===== src/rtl/prp_queue.sv =====
// ----------------------------------------------------------------------------
// prp_queue
// Small register FIFO decoupling the rotation front from the projection back.
// ----------------------------------------------------------------------------
module prp_queue #(
  parameter int WIDTH = 8,
  parameter int DEPTH = 4
) (
  input  logic             clk,
  input  logic             rst,
  input  logic             push,
  input  logic [WIDTH-1:0] push_data,
  input  logic             pop,
  output logic             full,
  output logic             not_empty,
  output logic [WIDTH-1:0] pop_data
);

  localparam int PW = (DEPTH > 1) ? $clog2(DEPTH) : 1;
  localparam int CW = $clog2(DEPTH + 1);

  logic [WIDTH-1:0] mem [DEPTH];
  logic [PW-1:0]    wr_ptr, rd_ptr;
  logic [CW-1:0]    count;

  assign full      = (count == CW'(DEPTH));
  assign not_empty = (count != '0);
  assign pop_data  = mem[rd_ptr];

  // Advance pointers and occupancy
  always_ff @(posedge clk) begin
    if (rst) begin
      wr_ptr <= '0;
      rd_ptr <= '0;
      count  <= '0;
    end else begin
      if (push) begin
        wr_ptr <= (wr_ptr == PW'(DEPTH - 1)) ? '0 : wr_ptr + 1'b1;
      end
      if (pop) begin
        rd_ptr <= (rd_ptr == PW'(DEPTH - 1)) ? '0 : rd_ptr + 1'b1;
      end
      if (push && !pop) begin
        count <= count + 1'b1;
      end else if (pop && !push) begin
        count <= count - 1'b1;
      end
    end
  end

  // Store entries
  always_ff @(posedge clk) begin
    if (push) begin
      mem[wr_ptr] <= push_data;
    end
  end

endmodule


===== config.mk =====
export PLATFORM = sky130hd
export DESIGN_NAME = prp_queue
export DESIGN_NICKNAME = d
export VERILOG_FILES = /design/src/rtl/prp_queue.sv
export SDC_FILE = /design/constraint.sdc
export NUM_CORES = 1
export LEC_CHECK = 0
export BUFFER_PORTS_ARGS = -buffer_cell sky130_fd_sc_hd__buf_4
export CORE_ASPECT_RATIO = 1.2
export CORE_MARGIN = 2
export CORE_UTILIZATION = 58
export CTS_BUF_LIST = sky130_fd_sc_hd__clkbuf_8
export DETAILED_ROUTE_END_ITERATION = 8
export PLACE_DENSITY = 0.89
export SLEW_MARGIN = 20
export SYNTH_ARGS = -nofsm -noshare
export SYNTH_HDL_FRONTEND = slang
export SYNTH_SLANG_ARGS = --single-unit

===== constraint.sdc =====
create_clock -name clk -period 1.76 [get_ports clk]
set_input_delay 0.176 -clock clk [delete_from_list [all_inputs] [get_ports clk]]
set_output_delay 0.176 -clock clk [all_outputs]
set_load 0.02 [all_outputs]

==> results.txt <==
die height: 61.5 µm
CP endpoint kind: primary output
routed len/inst: 15.6 µm
Post-DRT Antenna Nets: 0
drt pass-1 iters: 4
Tot GR Track Use: 17.5%
vias in the first global route: 823
PnR worst setup slack: 80.3 ps
Power Density: 1070 nW/µm²
total leakage power: 0.712 nW
R2R depth: 4
IO buf count: 21
die footprint: 3190 µm²
worst slew pin tran: 420 ps
Post-DP HPWL: 1650 µm
Ports: 22
Clk pin slew, worst setup/hold paths: 70 ps
Max Cap Viol: 0
syn nets: 105
number of nets in the layout: 132
most common cell after layout, fill and taps aside: edfxtp_1
fmax: 0.595 GHz
Worst EP required: 1580 ps
fin crit period: 1680 ps
EDFF count, synth: 32
cell count after synthesis: 86
Die W: 51.9 µm
Initial Util: 62.0%
post-route clock period utilization: 95.4%
maximum root-to-sink buffer count: 2
antenna cells: 0
Combinational Power Share: 14.0%
Cell variety after synth: 16
GR Layer Usage met1: 18.1%
dominant synthesized flop cell: edfxtp_1
ys async rst share: 0%
Synth Warn #: 0
drt drc: 0
NetSw: 0.000455 W
slew margin rel.: 72.0%
largest net degree at the start of global routing: 13
post-CTS resize count: 0
Most Used Layer, Global Route: met2
Peak VDD IR: 0.876 mV
DR iter-0 viols: 31
most frequent cells in the layout: edfxtp_1, buf_4, dfxtp_1
GR Layer Usage met2: 29.8%
Critical R2R Launch: count[0]$_SDFFE_PP0P_
Setup crit end: pop_data[7]
# setup viols final: 0
setup bufs post-CTS: 0
critical path type: flop to primary output
Hold Crit Class: input port to flop
CP max FO: 8
Num Clock Sinks: 41
internal power: 0.00155 W
Placeable Area: 2580 µm²
Slew Limit Fails: 0
r2r setup slk: 250 ps
Area after DPL: 1790 µm²
Seq pwr share: 56.7%
CTS Buf Count: 5
met3 usage: 6.55%
register bit total from synthesis: 41
post-layout power: 0.00200 W
H-tree depth: 2
initial antenna violation count: 0
Rows: 20
RSZ-0062 raised after global routing: false
setup TNS: 0 ps
Setup Skew: 6.22 ps
sequential element share of the synthesized area: 71.4%
worst reg2reg endpoint: count[2]$_SDFFE_PP0P_
pre-CTS setup slack: 55.1 ps
synthesized area per cell: 18.6 µm²
Vias: 795
via-per-instance ratio: 5.41
post-layout instance area: 1880 µm²
clk_lat worst skew: 290 ps
share of post-route cells with drive strength above 1: 31.6%
Cell Area, Synth: 1600 µm²
GP Congestion: 0.682
GR Overflow Total: 0
CTS Hold Buffers Added: 0
CTS tree: built
CP Data Arrival Time: 1500 ps
Clk network pwr share: 29.4%
final wirelength: 2300 µm
switch share: 22.7%
Hold Vio Cnt, Final: 0
first-pass GRT wire length: 3680 µm
status: finished clean
Area Growth Syn to Fin: 17.5%
Worst Setup Start Kind: flop
root buffer cell: clkbuf_8
-- critical path: stages (launching register included) --
cell and delay [ps]:
dfxtp_1 310, buf_4 200, mux4_2 530, buf_4 170
-- power by group through the flow --
stage,Clock (W),Sequential (W),Combinational [W]
after global placement,0,0.00115,0.000271
after floorplan,0,0.00114,0.000181
final,0.000588,0.00113,0.000279
after detailed placement,0,0.00116,0.000281
after global routing,0.000635,0.00114,0.000305
after CTS,0.000603,0.00114,0.000283
-- metrics by stage --
stage	cells	utilization [%]	hold slack, ps
after detailed placement	139	69.4	380
after global placement	139	69.4	376
after floorplan	86	-	245
final	147	72.9	87.7
after global routing	147	72.9	80.2
after CTS	147	72.9	79.2
-- Yosys cell counts (all sizes together), types with 2 or more instances --
cell type	instances	area (µm²)
xor2	2	17.5
mux2i	4	40.0
nor2	7	26.3
dfxtp	9	180
a21oi	2	10.0
and2	4	25.0
mux4	8	180
ha	6	75.1
nor3b	2	15.0
or3	2	12.5
inv	4	15.0
edfxtp	32	961
-- sequential cells by signal, indices dropped and copies added (netlist names), named ones only --
name,flops
mem,32
wr_ptr,2
count,3
rd_ptr,2
-- worst min path at each step --
stage                      start                    end  depth (start not counted)
finish              push_data[2]    mem[0][2]$_DFFE_PP_                          1
global route        push_data[2]    mem[0][2]$_DFFE_PP_                          1
CTS                 push_data[7]    mem[2][7]$_DFFE_PP_                          1
detailed placement  push_data[6]    mem[2][6]$_DFFE_PP_                          1
global placement    push_data[6]    mem[3][6]$_DFFE_PP_                          1
floorplan                    rst  count[2]$_SDFFE_PP0P_                          1
-- per-layer routing --
metal	part of all wire, %	vias to the layer above
met4	2.8	0
met1	39	389
met5	0	-
met2	52	23
met3	6.1	6
li1	-	377
-- cells by family after synthesis --
| group | share of synthesized area (%) |
|---|---|
| flip-flops | 71.4 |
| adder cells (fa/ha/maj) | 5.95 |
| buffers and inverters | 1.96 |
| multiplexers | 13.8 |
| AO/OA/AOI/OAI | 0.939 |
| AND/OR/NAND/NOR | 4.93 |
| XOR/XNOR | 1.10 |
-- final cells by class --
class	count	area (µm²)
sequential	41	1140
timing repair buffer	22	165
clock inverter	2	7.51
tap	33	41.3
multi-input combinational	39	427
clock buffer	6	82.6
inverter	4	15.0
fill	165	698
(Power assumes the default switching activity.)
